[config.mk]
export PLATFORM = sky130hd
export DESIGN_NAME = song_event_stream_decoder
export DESIGN_NICKNAME = d
export VERILOG_FILES = /design/src/sesd_pkg.sv /design/src/sesd_front.sv /design/src/sesd_queue.sv /design/src/sesd_back.sv /design/src/song_event_stream_decoder.sv
export VERILOG_INCLUDE_DIRS = /design/src /design/src/src
export SDC_FILE = /design/constraint.sdc
export NUM_CORES = 2
export LEC_CHECK = 0
export BUFFER_PORTS_ARGS = -buffer_cell sky130_fd_sc_hd__buf_2
export CORE_MARGIN = 2
export CORE_UTILIZATION = 54
export DETAILED_ROUTE_END_ITERATION = 12
export GPL_TIMING_DRIVEN = 0
export PLACE_DENSITY = 0.79
export SLEW_MARGIN = 5
export SYNTH_ARGS = -nofsm -noshare
export SYNTH_HDL_FRONTEND = slang
export SYNTH_SLANG_ARGS = --single-unit
[constraint.sdc]
create_clock -name clock -period 18.5 [get_ports clock]
set_clock_uncertainty 0.15 [all_clocks]
set_input_delay 3.7 -clock clock [delete_from_list [all_inputs] [get_ports clock]]
set_output_delay 3.7 -clock clock [all_outputs]
set_load 0.1 [all_outputs]
[src/assert_macros.svh]
// Assertion helpers used by the top-level decoder file.
`ifndef ASSERT_MACROS_SVH
`define ASSERT_MACROS_SVH

// Check on every rising edge of clock, muted while reset is high.
`define SESD_ASSERT(lbl, prop, msg) \
   lbl: assert property (@(posedge clock) disable iff (reset) prop) else $error(msg);

// Check on every rising edge of clock, reset included.
`define SESD_ASSERT_NORST(lbl, prop, msg) \
   lbl: assert property (@(posedge clock) prop) else $error(msg);

`endif

[src/sesd_pkg.sv]
`default_nettype none

package sesd_pkg;

   typedef enum logic [1:0] {
      KIND_NOTE  = 2'd0,
      KIND_DELAY = 2'd1,
      KIND_END   = 2'd2,
      KIND_ERROR = 2'd3
   } kind_type;

   typedef enum logic [2:0] {
      PH_LEAD  = 3'b001,
      PH_DATA1 = 3'b010,
      PH_DATA2 = 3'b100
   } phase_type;

   localparam int ACC_W    = 20;
   localparam int CFG_W    = 24;
   localparam int FRAMES_W = 28;
   localparam int DUR_W    = 15;
   localparam int FRAC_W   = 16;
   localparam int PROD_W   = ACC_W + CFG_W;

   localparam logic [ACC_W-1:0]    ACC_MAX    = '1;
   localparam logic [FRAMES_W-1:0] FRAMES_MAX = '1;
   localparam logic [CFG_W-1:0]    CFG_RESET  = 24'd2890138;
   localparam logic [PROD_W:0]     ROUND_HALF = 45'h8000;

   localparam logic [3:0] LEAD_SHORT = 4'h8;
   localparam logic [3:0] LEAD_MID   = 4'h9;
   localparam logic [3:0] LEAD_LONG  = 4'hA;

   // One queued command: an optional delay or note result, then an optional end or error.
   typedef struct packed {
      logic             a_valid;
      logic             a_note;
      logic [ACC_W-1:0] delay_ms;
      logic [3:0]       channel;
      logic [6:0]       note;
      logic [6:0]       velocity;
      logic [DUR_W-1:0] duration_ms;
      logic             b_valid;
      kind_type         b_kind;
   } cmd_type;

   typedef struct packed {
      kind_type            kind;
      logic [3:0]          channel;
      logic [6:0]          note;
      logic [6:0]          velocity;
      logic [DUR_W-1:0]    duration_ms;
      logic [FRAMES_W-1:0] delay_frames;
      logic                last;
   } rsp_type;

endpackage

`default_nettype wire

[src/sesd_front.sv]
`default_nettype none

module sesd_front (
   input  wire logic              clock,
   input  wire logic              reset,
   input  wire logic              accept,
   input  wire logic [7:0]        song_byte,
   input  wire logic              first,
   input  wire logic              final_req,
   output logic                   push,
   output sesd_pkg::cmd_type      cmd
);
   import sesd_pkg::*;

   phase_type        phase_ff, phase_in;
   logic [7:0]       lead_ff, lead_in;
   logic [7:0]       first_data_ff, first_data_in;
   logic [ACC_W-1:0] acc_ff, acc_in;
   logic             stopped_ff, stopped_in;

   phase_type        eff_phase;
   logic [ACC_W-1:0] eff_acc;
   logic             eff_stopped;

   logic [12:0]      delay_ms;
   logic [ACC_W:0]   acc_sum;
   logic [ACC_W-1:0] acc_sat;
   logic [6:0]       vel_raw;
   logic [6:0]       vel_dec;
   logic [5:0]       span;
   logic [DUR_W-1:0] dur_dec;

   // Delay byte value: short form in ms, long form in 64 ms units
   assign delay_ms = song_byte[6] ? {7'(song_byte[5:0]) + 7'd1, 6'b0}
                                  : {7'b0, song_byte[5:0]};
   assign acc_sum  = {1'b0, eff_acc} + (ACC_W + 1)'(delay_ms);
   assign acc_sat  = acc_sum[ACC_W] ? ACC_MAX : acc_sum[ACC_W-1:0];

   assign vel_raw = {first_data_ff[0], song_byte[7:2]};
   assign span    = 6'(song_byte[4:0]) + 6'd1;

   always_comb begin
      if (lead_ff[7:4] == LEAD_SHORT) begin
         vel_dec = vel_raw;
         dur_dec = {9'b0, song_byte[1:0], 4'b0};
      end else begin
         vel_dec = {vel_raw[6:3], vel_raw[6:4]};
         dur_dec = (lead_ff[7:4] == LEAD_MID) ? {3'b0, span, 6'b0} : {span, 9'b0};
      end
   end

   always_comb begin
      eff_phase   = phase_ff;
      eff_acc     = acc_ff;
      eff_stopped = stopped_ff;
      if (first) begin
         eff_phase   = PH_LEAD;
         eff_acc     = '0;
         eff_stopped = 1'b0;
      end

      phase_in      = phase_ff;
      acc_in        = acc_ff;
      stopped_in    = stopped_ff;
      lead_in       = lead_ff;
      first_data_in = first_data_ff;
      cmd           = '0;

      if (accept) begin
         phase_in   = eff_phase;
         acc_in     = eff_acc;
         stopped_in = eff_stopped;
         if (!eff_stopped) begin
            case (eff_phase)
               PH_DATA1: begin
                  first_data_in = song_byte;
                  phase_in      = PH_DATA2;
                  if (final_req) begin
                     cmd.b_valid = 1'b1;
                     cmd.b_kind  = KIND_ERROR;
                     stopped_in  = 1'b1;
                     phase_in    = PH_LEAD;
                  end
               end
               PH_DATA2: begin
                  cmd.a_valid     = 1'b1;
                  cmd.a_note      = 1'b1;
                  cmd.channel     = lead_ff[3:0];
                  cmd.note        = first_data_ff[7:1];
                  cmd.velocity    = vel_dec;
                  cmd.duration_ms = dur_dec;
                  phase_in        = PH_LEAD;
                  if (final_req) begin
                     cmd.b_valid = 1'b1;
                     cmd.b_kind  = KIND_END;
                     stopped_in  = 1'b1;
                  end
               end
               default: begin
                  if (song_byte[7]) begin
                     // flush any pending delay ahead of the lead byte
                     cmd.a_valid  = (eff_acc != '0);
                     cmd.delay_ms = eff_acc;
                     acc_in       = '0;
                     if (song_byte[7:4] inside {LEAD_SHORT, LEAD_MID, LEAD_LONG}) begin
                        lead_in  = song_byte;
                        phase_in = PH_DATA1;
                        if (final_req) begin
                           cmd.b_valid = 1'b1;
                           cmd.b_kind  = KIND_ERROR;
                           stopped_in  = 1'b1;
                           phase_in    = PH_LEAD;
                        end
                     end else begin
                        cmd.b_valid = 1'b1;
                        cmd.b_kind  = KIND_ERROR;
                        stopped_in  = 1'b1;
                     end
                  end else if (song_byte == 8'h00) begin
                     cmd.a_valid  = (eff_acc != '0);
                     cmd.delay_ms = eff_acc;
                     acc_in       = '0;
                     cmd.b_valid  = 1'b1;
                     cmd.b_kind   = KIND_END;
                     stopped_in   = 1'b1;
                  end else begin
                     acc_in = acc_sat;
                     if (final_req) begin
                        cmd.a_valid  = 1'b1;
                        cmd.delay_ms = acc_sat;
                        acc_in       = '0;
                        cmd.b_valid  = 1'b1;
                        cmd.b_kind   = KIND_END;
                        stopped_in   = 1'b1;
                     end
                  end
               end
            endcase
         end
      end
   end

   assign push = cmd.a_valid | cmd.b_valid;

   always_ff @(posedge clock) begin
      if (reset) begin
         phase_ff   <= PH_LEAD;
         acc_ff     <= '0;
         stopped_ff <= 1'b1;
      end else begin
         phase_ff   <= phase_in;
         acc_ff     <= acc_in;
         stopped_ff <= stopped_in;
      end
   end

   always_ff @(posedge clock) begin
      lead_ff       <= lead_in;
      first_data_ff <= first_data_in;
   end

endmodule

`default_nettype wire

[src/sesd_queue.sv]
`default_nettype none

module sesd_queue #(
   parameter int DEPTH = 4
) (
   input  wire logic              clock,
   input  wire logic              reset,
   input  wire logic              push,
   input  wire sesd_pkg::cmd_type push_data,
   input  wire logic              pop,
   output logic                   full,
   output logic                   empty,
   output sesd_pkg::cmd_type      head
);
   import sesd_pkg::*;

   localparam int PTR_W = (DEPTH > 1) ? $clog2(DEPTH) : 1;
   localparam int CNT_W = $clog2(DEPTH + 1);

   cmd_type          mem_ff [DEPTH];
   logic [PTR_W-1:0] wr_ptr_ff, wr_ptr_in;
   logic [PTR_W-1:0] rd_ptr_ff, rd_ptr_in;
   logic [CNT_W-1:0] count_ff, count_in;

   assign full  = (count_ff == CNT_W'(DEPTH));
   assign empty = (count_ff == '0);
   assign head  = mem_ff[rd_ptr_ff];

   always_comb begin
      wr_ptr_in = wr_ptr_ff;
      rd_ptr_in = rd_ptr_ff;
      count_in  = count_ff;
      if (push) begin
         wr_ptr_in = (wr_ptr_ff == PTR_W'(DEPTH - 1)) ? '0 : wr_ptr_ff + PTR_W'(1);
      end
      if (pop) begin
         rd_ptr_in = (rd_ptr_ff == PTR_W'(DEPTH - 1)) ? '0 : rd_ptr_ff + PTR_W'(1);
      end
      if (push && !pop) begin
         count_in = count_ff + CNT_W'(1);
      end else if (pop && !push) begin
         count_in = count_ff - CNT_W'(1);
      end
   end

   always_ff @(posedge clock) begin
      if (reset) begin
         wr_ptr_ff <= '0;
         rd_ptr_ff <= '0;
         count_ff  <= '0;
      end else begin
         wr_ptr_ff <= wr_ptr_in;
         rd_ptr_ff <= rd_ptr_in;
         count_ff  <= count_in;
      end
   end

   always_ff @(posedge clock) begin
      if (push) begin
         mem_ff[wr_ptr_ff] <= push_data;
      end
   end

endmodule

`default_nettype wire

[src/sesd_back.sv]
`default_nettype none

module sesd_back (
   input  wire logic                       clock,
   input  wire logic                       reset,
   input  wire logic [sesd_pkg::CFG_W-1:0] frames_per_ms_q16,
   input  wire logic                       q_empty,
   input  wire sesd_pkg::cmd_type          head,
   output logic                            pop,
   input  wire logic                       rsp_ready,
   output logic                            rsp_valid,
   output sesd_pkg::rsp_type               rsp
);
   import sesd_pkg::*;

   logic              stg_valid_ff, stg_valid_in;
   logic              a_done_ff, a_done_in;
   cmd_type           stg_cmd_ff, stg_cmd_in;
   logic [PROD_W-1:0] prod_ff, prod_in;
   logic              rsp_valid_ff, rsp_valid_in;
   rsp_type           rsp_ff, rsp_in;

   logic                  out_free;
   logic                  emit_a;
   logic                  step;
   logic                  stg_done;
   logic [PROD_W:0]       rounded;
   logic [PROD_W-FRAC_W:0] whole;
   logic [FRAMES_W-1:0]   frames;

   assign out_free = !rsp_valid_ff || rsp_ready;
   assign emit_a   = stg_valid_ff && stg_cmd_ff.a_valid && !a_done_ff;
   assign step     = stg_valid_ff && out_free;
   assign stg_done = step && (!emit_a || !stg_cmd_ff.b_valid);
   assign pop      = (!stg_valid_ff || stg_done) && !q_empty;

   // Round half up, then saturate to the frame count width
   assign rounded = {1'b0, prod_ff} + ROUND_HALF;
   assign whole   = rounded[PROD_W:FRAC_W];
   assign frames  = whole[FRAMES_W] ? FRAMES_MAX : whole[FRAMES_W-1:0];

   always_comb begin
      stg_valid_in = stg_valid_ff;
      a_done_in    = a_done_ff;
      stg_cmd_in   = stg_cmd_ff;
      prod_in      = prod_ff;
      if (pop) begin
         stg_valid_in = 1'b1;
         a_done_in    = 1'b0;
         stg_cmd_in   = head;
         prod_in      = PROD_W'(head.delay_ms) * PROD_W'(frames_per_ms_q16);
      end else begin
         if (stg_done) begin
            stg_valid_in = 1'b0;
         end
         if (step && emit_a) begin
            a_done_in = 1'b1;
         end
      end
   end

   always_comb begin
      rsp_valid_in = rsp_valid_ff;
      rsp_in       = rsp_ff;
      if (out_free) begin
         rsp_valid_in = stg_valid_ff;
         rsp_in       = '0;
         if (emit_a) begin
            rsp_in.last = !stg_cmd_ff.b_valid;
            if (stg_cmd_ff.a_note) begin
               rsp_in.kind        = KIND_NOTE;
               rsp_in.channel     = stg_cmd_ff.channel;
               rsp_in.note        = stg_cmd_ff.note;
               rsp_in.velocity    = stg_cmd_ff.velocity;
               rsp_in.duration_ms = stg_cmd_ff.duration_ms;
            end else begin
               rsp_in.kind         = KIND_DELAY;
               rsp_in.delay_frames = frames;
            end
         end else begin
            rsp_in.kind = stg_cmd_ff.b_kind;
            rsp_in.last = 1'b1;
         end
      end
   end

   always_ff @(posedge clock) begin
      if (reset) begin
         stg_valid_ff <= 1'b0;
         a_done_ff    <= 1'b0;
         rsp_valid_ff <= 1'b0;
      end else begin
         stg_valid_ff <= stg_valid_in;
         a_done_ff    <= a_done_in;
         rsp_valid_ff <= rsp_valid_in;
      end
   end

   always_ff @(posedge clock) begin
      stg_cmd_ff <= stg_cmd_in;
      prod_ff    <= prod_in;
      rsp_ff     <= rsp_in;
   end

   assign rsp_valid = rsp_valid_ff;
   assign rsp       = rsp_ff;

endmodule

`default_nettype wire

[src/song_event_stream_decoder.sv]
`default_nettype none
`include "assert_macros.svh"

// Song event stream decoder. Takes one song byte per transaction on the req_ side and
// produces note, delay, end and error results on the rsp_ side. The front parser accepts
// one byte every cycle whenever the command queue (QUEUE_DEPTH entries) has room, so
// req_tready drops only when the back end falls behind. Each byte yields zero, one or two
// results; the back end delivers one result per cycle while rsp_tready is high, and that
// output rate sets the sustained throughput. A byte that reaches an empty back end shows
// its first result on rsp_ once it has passed, in order, the command queue, the delay
// multiply stage (20 x 24 bit ms times frames-per-ms) and the output register. Write
// csr_wr_data only while the block is idle.
module song_event_stream_decoder #(
   parameter int QUEUE_DEPTH = 4
) (
   input  wire logic        clock,
   input  wire logic        reset,
   // configuration: frames_per_ms_q16
   input  wire logic        csr_wr_en,
   input  wire logic [23:0] csr_wr_data,
   // input stream
   input  wire logic        req_tvalid,
   output logic             req_tready,
   input  wire logic [7:0]  req_tdata,   // [7:0] song_byte
   input  wire logic        req_tuser,   // [0] first
   input  wire logic        req_tlast,   // final_req
   // result stream
   output logic             rsp_tvalid,
   input  wire logic        rsp_tready,
   output logic [63:0]      rsp_tdata,   // [3:0] channel, [10:4] note, [17:11] velocity,
                                         // [32:18] duration_ms, [60:33] delay_frames,
                                         // [63:61] zero
   output logic [1:0]       rsp_tuser,   // [1:0] kind
   output logic             rsp_tlast    // last_of_run
);
   import sesd_pkg::*;

   logic [CFG_W-1:0] frames_per_ms_ff, frames_per_ms_in;

   logic    req_accept;
   logic    q_push;
   logic    q_pop;
   logic    q_full;
   logic    q_empty;
   cmd_type front_cmd;
   cmd_type q_head;
   rsp_type rsp_res;
   logic    start_with_end;
   logic    rsp_stop;

   // Hold the rate register until a write arrives
   assign frames_per_ms_in = csr_wr_en ? csr_wr_data : frames_per_ms_ff;

   always_ff @(posedge clock) begin
      if (reset) begin
         frames_per_ms_ff <= CFG_RESET;
      end else begin
         frames_per_ms_ff <= frames_per_ms_in;
      end
   end

   // Accept a byte whenever the queue can take its command
   assign req_tready = !q_full;
   assign req_accept = req_tvalid && req_tready;

   sesd_front u_front (
      .clock     (clock),
      .reset     (reset),
      .accept    (req_accept),
      .song_byte (req_tdata),
      .first     (req_tuser),
      .final_req (req_tlast),
      .push      (q_push),
      .cmd       (front_cmd)
   );

   sesd_queue #(
      .DEPTH (QUEUE_DEPTH)
   ) u_queue (
      .clock     (clock),
      .reset     (reset),
      .push      (q_push),
      .push_data (front_cmd),
      .pop       (q_pop),
      .full      (q_full),
      .empty     (q_empty),
      .head      (q_head)
   );

   sesd_back u_back (
      .clock             (clock),
      .reset             (reset),
      .frames_per_ms_q16 (frames_per_ms_ff),
      .q_empty           (q_empty),
      .head              (q_head),
      .pop               (q_pop),
      .rsp_ready         (rsp_tready),
      .rsp_valid         (rsp_tvalid),
      .rsp               (rsp_res)
   );

   // Pack the result fields, lowest field in the lowest bits
   assign rsp_tdata = {3'b000, rsp_res.delay_frames, rsp_res.duration_ms, rsp_res.velocity,
                       rsp_res.note, rsp_res.channel};
   assign rsp_tuser = rsp_res.kind;
   assign rsp_tlast = rsp_res.last;

   // Terms for the checks below: a song opened by an end byte, and a stopping result
   assign start_with_end = req_accept && req_tuser && (req_tdata == 8'h00);
   assign rsp_stop       = rsp_tvalid && (rsp_res.kind inside {KIND_END, KIND_ERROR});

   `SESD_ASSERT(a_queue_no_overflow, !(q_push && q_full), "command queued while queue full")
   `SESD_ASSERT_NORST(a_reset_clears_rsp, reset |=> !rsp_tvalid, "result valid after reset")
   `SESD_ASSERT(a_first_zero_queues_end, start_with_end |-> q_push, "song end not queued")
   `SESD_ASSERT(a_end_error_is_last, rsp_stop |-> rsp_tlast, "end or error not last")

endmodule

`default_nettype wire

Word level (Yosys, flattened, before mapping)
Memory sizes are Yosys's and may differ from the RTL's. A register that Yosys moved wholly into a read port is not among the register bits.
Index checks and enable logic that the tools add are counted.
{ "totals": {"inputBits": 39, "memories": 1, "out_inout_bits": 69, "regBits": 219, "ramBits": 232, "word_cells": 140} }
{ "memory_table": {"columns": ["memory", "words", "word_bits", "rd", "rd_ports_with_merged_regs", "wr", "line", "text"], "rows": [
  ["u_queue.mem_ff", 4, 58, 1, 1, 1, "sesd_queue.sv:20", "cmd_type mem_ff [DEPTH];"]
]} }
{ "op_classes": {"reduce_logical": 34, "bitwise": 4, "addsub": 8, "mux": 55, "n_eq_ne": 9, "multipliers": 1} }
{ "op_table": {"columns": ["op", "n"], "rows": [
  ["20-bit 2-to-1 mux", 11],
  ["58-bit 2-to-1 mux", 2],
  ["44-bit by 16-bit adder with 45-bit output, second input constant", 1],
  ["20-bit by 24-bit multiplier with 44-bit output", 1],
  ["3-bit 2-to-1 mux", 13],
  ["33-bit 2-to-1 mux", 1],
  ["15-bit 2-to-1 mux", 2],
  ["28-bit 2-to-1 mux", 1],
  ["20-bit by 13-bit adder with 21-bit output", 1],
  ["20-bit nonzero test", 1],
  ["1-bit 2-to-1 mux", 15],
  ["13-bit 2-to-1 mux", 1],
  ["4-bit == test, second input constant", 3],
  ["2-bit 2-to-1 mux", 6],
  ["3-bit case mux with 2 select lines", 2],
  ["1-bit logical AND", 9],
  ["1-bit logical NOT", 9],
  ["8-bit logical NOT", 1],
  ["6-bit by 1-bit adder with 7-bit output, second input constant", 1],
  ["5-bit by 1-bit adder with 6-bit output, second input constant", 1],
  ["3-bit == test, second input constant", 2],
  ["3-bit logical NOT", 2],
  ["2-bit OR reduction", 3],
  ["5-bit AND reduction", 1],
  ["14 further kinds", 21]
]} }

Longest topological paths before layout
{ "depth": {"word_depth": 15, "ltp_mapped": 31, "mapped_depth_nobuf": 27} }

Hierarchy
A second synthesis with hierarchy kept.
{ "unflattened": {"hier_cells": 2985, "hier_area_um2": 34028.9} }
{ "modules_own_cells": {"columns": ["module", "cells_per_inst", "n_inst", "area_per_inst_um2", "seq_area_each_um2"], "rows": [
  ["sesd_back", 2085, 1, 20608.5, 3993.8],
  ["sesd_queue", 347, 1, 8833.5, 7146.9],
  ["sesd_front", 470, 1, 3673.5, 930.9],
  ["song_event_stream_decoder", 83, 1, 913.4, 480.5]
]} }

Worst setup path after synthesis
No wires, ideal clock.
{ "synth_timing": {"path_kind": "input to register", "start": "input port req_tdata[0]", "end": "memory u_queue.mem_ff[0][0] in the netlist's numbering (enable)", "setup_ns": 0.470, "path_stages": 10, "path_slack_ns": 10.294, "t_required_ns": 17.880, "n_path_buf": 1, "arrival_ns": 7.585, "path_cell_list": "inv_1 -> ha_1 -> nor2b_1 -> a31oi_1 -> and2_1 -> clkbuf_1 -> a21oi_1 -> o21ai_1 -> nor2_1 -> nor2b_1"} }
{ "synth_rtl": {"columns": ["element", "line", "text"], "rows": [
  ["start, declared", "song_event_stream_decoder.sv:24", "input wire logic [7:0] req_tdata,"],
  ["end, declared", "sesd_queue.sv:20", null]
]} }

==> out/metrics.cfg <==
[outcome]
status=completed

[timing]
period_share=0.5093
slew_headroom=0.2180
setup_viol=0
rsz0062_at_grt=no
worstMarginPinSlew_ns=1.173
hold_viol=0
period_needed_ns=9.422
fmax_mhz=106.1
drv_slew=0
finalSetupTns_ns=0

[setup_path]
worstPathBufferInverterCount=8
setup.worst_path.class=reg -> reg
crit_fanout=10
cp_top_family=adder cells
worstPathArrival_ns=9.63
crit_slowest_cell=mux4_2
start_kind=flip-flop
cp_slowest_stage_delay_ns=0.75
critical_path.most_common_cell=fa_1
r2r_slack_ns=9.08
cp.required_ns=18.70
crit_path_end_kind=flip-flop

[global_route]
antenna_found_initial=1
grt.met3_usage=0.05914
gr-usage-met2=0.4356
grtUsageTotal=0.2660
grt_overflow=0
busiest_layer=met2
grt_pass1_vias=22540
grt_pass1_wl_um=127300
use_met1=0.3500
grt_max_degree=64

[synthesis]
ys_seq_area_frac=0.3619
synth_area_um2=32280
yosys_warnings=0
synth_top_flop_cell=edfxtp_1
synth-edff-count=349
synth_cells=2907
yosys_register_bits=409
async_flop_share=0
ys_types=58
avgSynthCellArea_um2=11.10

[layout]
fin_nets=3673
layout-drive-gt1-share=0.08250
multi_input_area_um2=18310
layout.area.seq_um2=11680
num_antenna_cells=0
syn2layout_area_growth_pct=10.00
n_fill_cell=4664

[floorplan]
coreArea_um2=59020
die_area_um2=61740
start_util=0.5469
rows=89
io_pins=108
dieHeight_um=248.5
die_w_um=248.5

[detailed_routing]
via_per_inst=5.618
wl_um=81610
drtPass1Iterations=5
route.detailed.wl_per_inst_um=21.06
vias=21780
drtIter0Drc=1997
drc_errors=0
ant_nets=0

[run]
maxCapViolCount=0

[clock_tree]
ctsHtreeMaxLevel=2
numCtsBuffers=44
cts_tree=built
cts_sinks=409
cts_root_buf=clkbuf_16
clockBufferDepth=3
post_cts_buffers=0
cts.hold.buffers_added=0
clk_pin_slew_worst_paths_ns=0.06
cts_resized=0
clk_latency_ns=0.62

[place]
hpwl_um=62780
gp_congestion=0.9536
port_buffers=100

[hold_path]
hp-class=reg -> reg

area by class of cell:
type,count,area share
plain buffers,158,0.01769
clock buffers,50,0.03221
clock inverters,32,0.01054
inverters,459,0.04853
multi-input cells,1887,0.5156
flip-flops and latches,409,0.3290
well taps,773,0.02724
repair buffers,108,0.01924
synth_stat cells, drive strengths merged, types with 4 or more instances:
library cell,n,share of area
xnor2,31,0.0084
nand2b,16,0.0031
a22oi,6,0.0014
a21oi,114,0.018
o21a,5,0.0012
a21o,27,0.0063
nor2,122,0.014
nor4,10,0.0019
or2,4,0.00078
o21bai,8,0.0019
xor2,39,0.011
nand3,30,0.0048
inv,459,0.053
and3,43,0.0083
mux2i,20,0.0062
nor3,19,0.0029
edfxtp,349,0.32
a211oi,9,0.0022
dfxtp,60,0.037
and2,273,0.053
o31ai,4,0.00093
mux4,53,0.037
nor2b,42,0.0081
fa,393,0.24
o21ai,46,0.0071
or3,11,0.0021
buf,17,0.0031
clkbuf,141,0.016
nand2,309,0.036
ha,174,0.067
nand4,12,0.0023
a31oi,10,0.0019
a211o,13,0.0035
worst paths after layout:
check,start,endpoint,depth (start not counted)
setup / recovery,flip-flop,u_back.prod_ff[38],28
hold / removal,u_front.acc_ff[0],u_front.acc_ff[0],2
setup reg to reg,flip-flop,u_back.prod_ff[38],28
hold reg to reg,u_front.acc_ff[0],u_front.acc_ff[0],2
state kept, by name (all words and copies together) (netlist names), named ones only:
name,flops
u_front.first_data_ff,8
u_back.rsp_valid,1
u_front.lead_ff,7
u_back.a_done_ff,1
u_back.stg_valid_ff,1
u_queue.mem_ff,212
u_back.stg_cmd_ff,33
u_queue.rd_ptr_ff,2
u_front.stopped_ff,1
u_front.phase_ff,3
u_back.prod_ff,29
u_front.acc_ff,20
u_queue.count_ff,3
frames_per_ms_ff,24
u_back.rsp,60
u_queue.wr_ptr_ff,2
cells in the final DEF, fill, tap and decap left out, drive strengths merged, types with 9 or more instances in the layout:
cell type and count:
nand4 12, nand2b 16, nor2 122, dfxtp 60, o21ai 46, inv 465, xnor2 31, mux2i 20
a211o 13, nor2b 42, nand3 30, a211oi 9, xor2 39, nor3 19, and3 43, or3 11
a31oi 10, ha 174, a21o 27, clkbuf 191, and2 273, buf 125, nor4 10, a21oi 114
clkinv 16, fa 393, mux4 53, nand2 309, edfxtp 349
metal layers:
metal,wire length [um],vias up
met1,31880,10840
li1,-,9737
met5,0,-
met2,39030,1025
met3,7818,173
met4,2887,0
worst reg2reg max path: cells and delay by family (launching register included):
kind,cells,cell delay [ns]
fa+ha+maj,8,3.72
compound gates,7,1.86
flops,1,0.33
simple gates,3,0.61
xor+xnor,1,0.15
buf+inv,8,1.59
mux,1,0.76
per-stage QoR:
| step | std cells | hold WS, ns | utilization | cell area [um^2] | worst slack [ns] |
|---|---|---|---|---|---|
| 5_1_grt | 3876 | 0.3625 | 0.6016 | 35510 | 8.563 |
| 4_1_cts | 3876 | 0.3316 | 0.6016 | 35510 | 9.062 |
| 6_report | 3876 | 0.3297 | 0.6016 | 35510 | 9.078 |
| 3_3_place_gp | 3786 | 0.3088 | 0.5721 | 33770 | 7.675 |
| 3_5_place_dp | 3794 | 0.3203 | 0.5759 | 33990 | 9.080 |
| 2_1_floorplan | 2913 | 0.2947 | - | 32300 | 10.29 |
kinds of logic after synthesis:
group / share of synthesized area
AND/OR/NAND/NOR: 0.1393
buffers and inverters: 0.07284
adder cells (fa/ha/maj): 0.3112
flip-flops: 0.3619
AO/OA/AOI/OAI: 0.05249
multiplexers: 0.04318
XOR/XNOR: 0.01899
other: 0.0001162
Power is left out: the tool's default activity adds up to more than one toggle a clock period on the data nets, which glitch-free logic cannot reach.
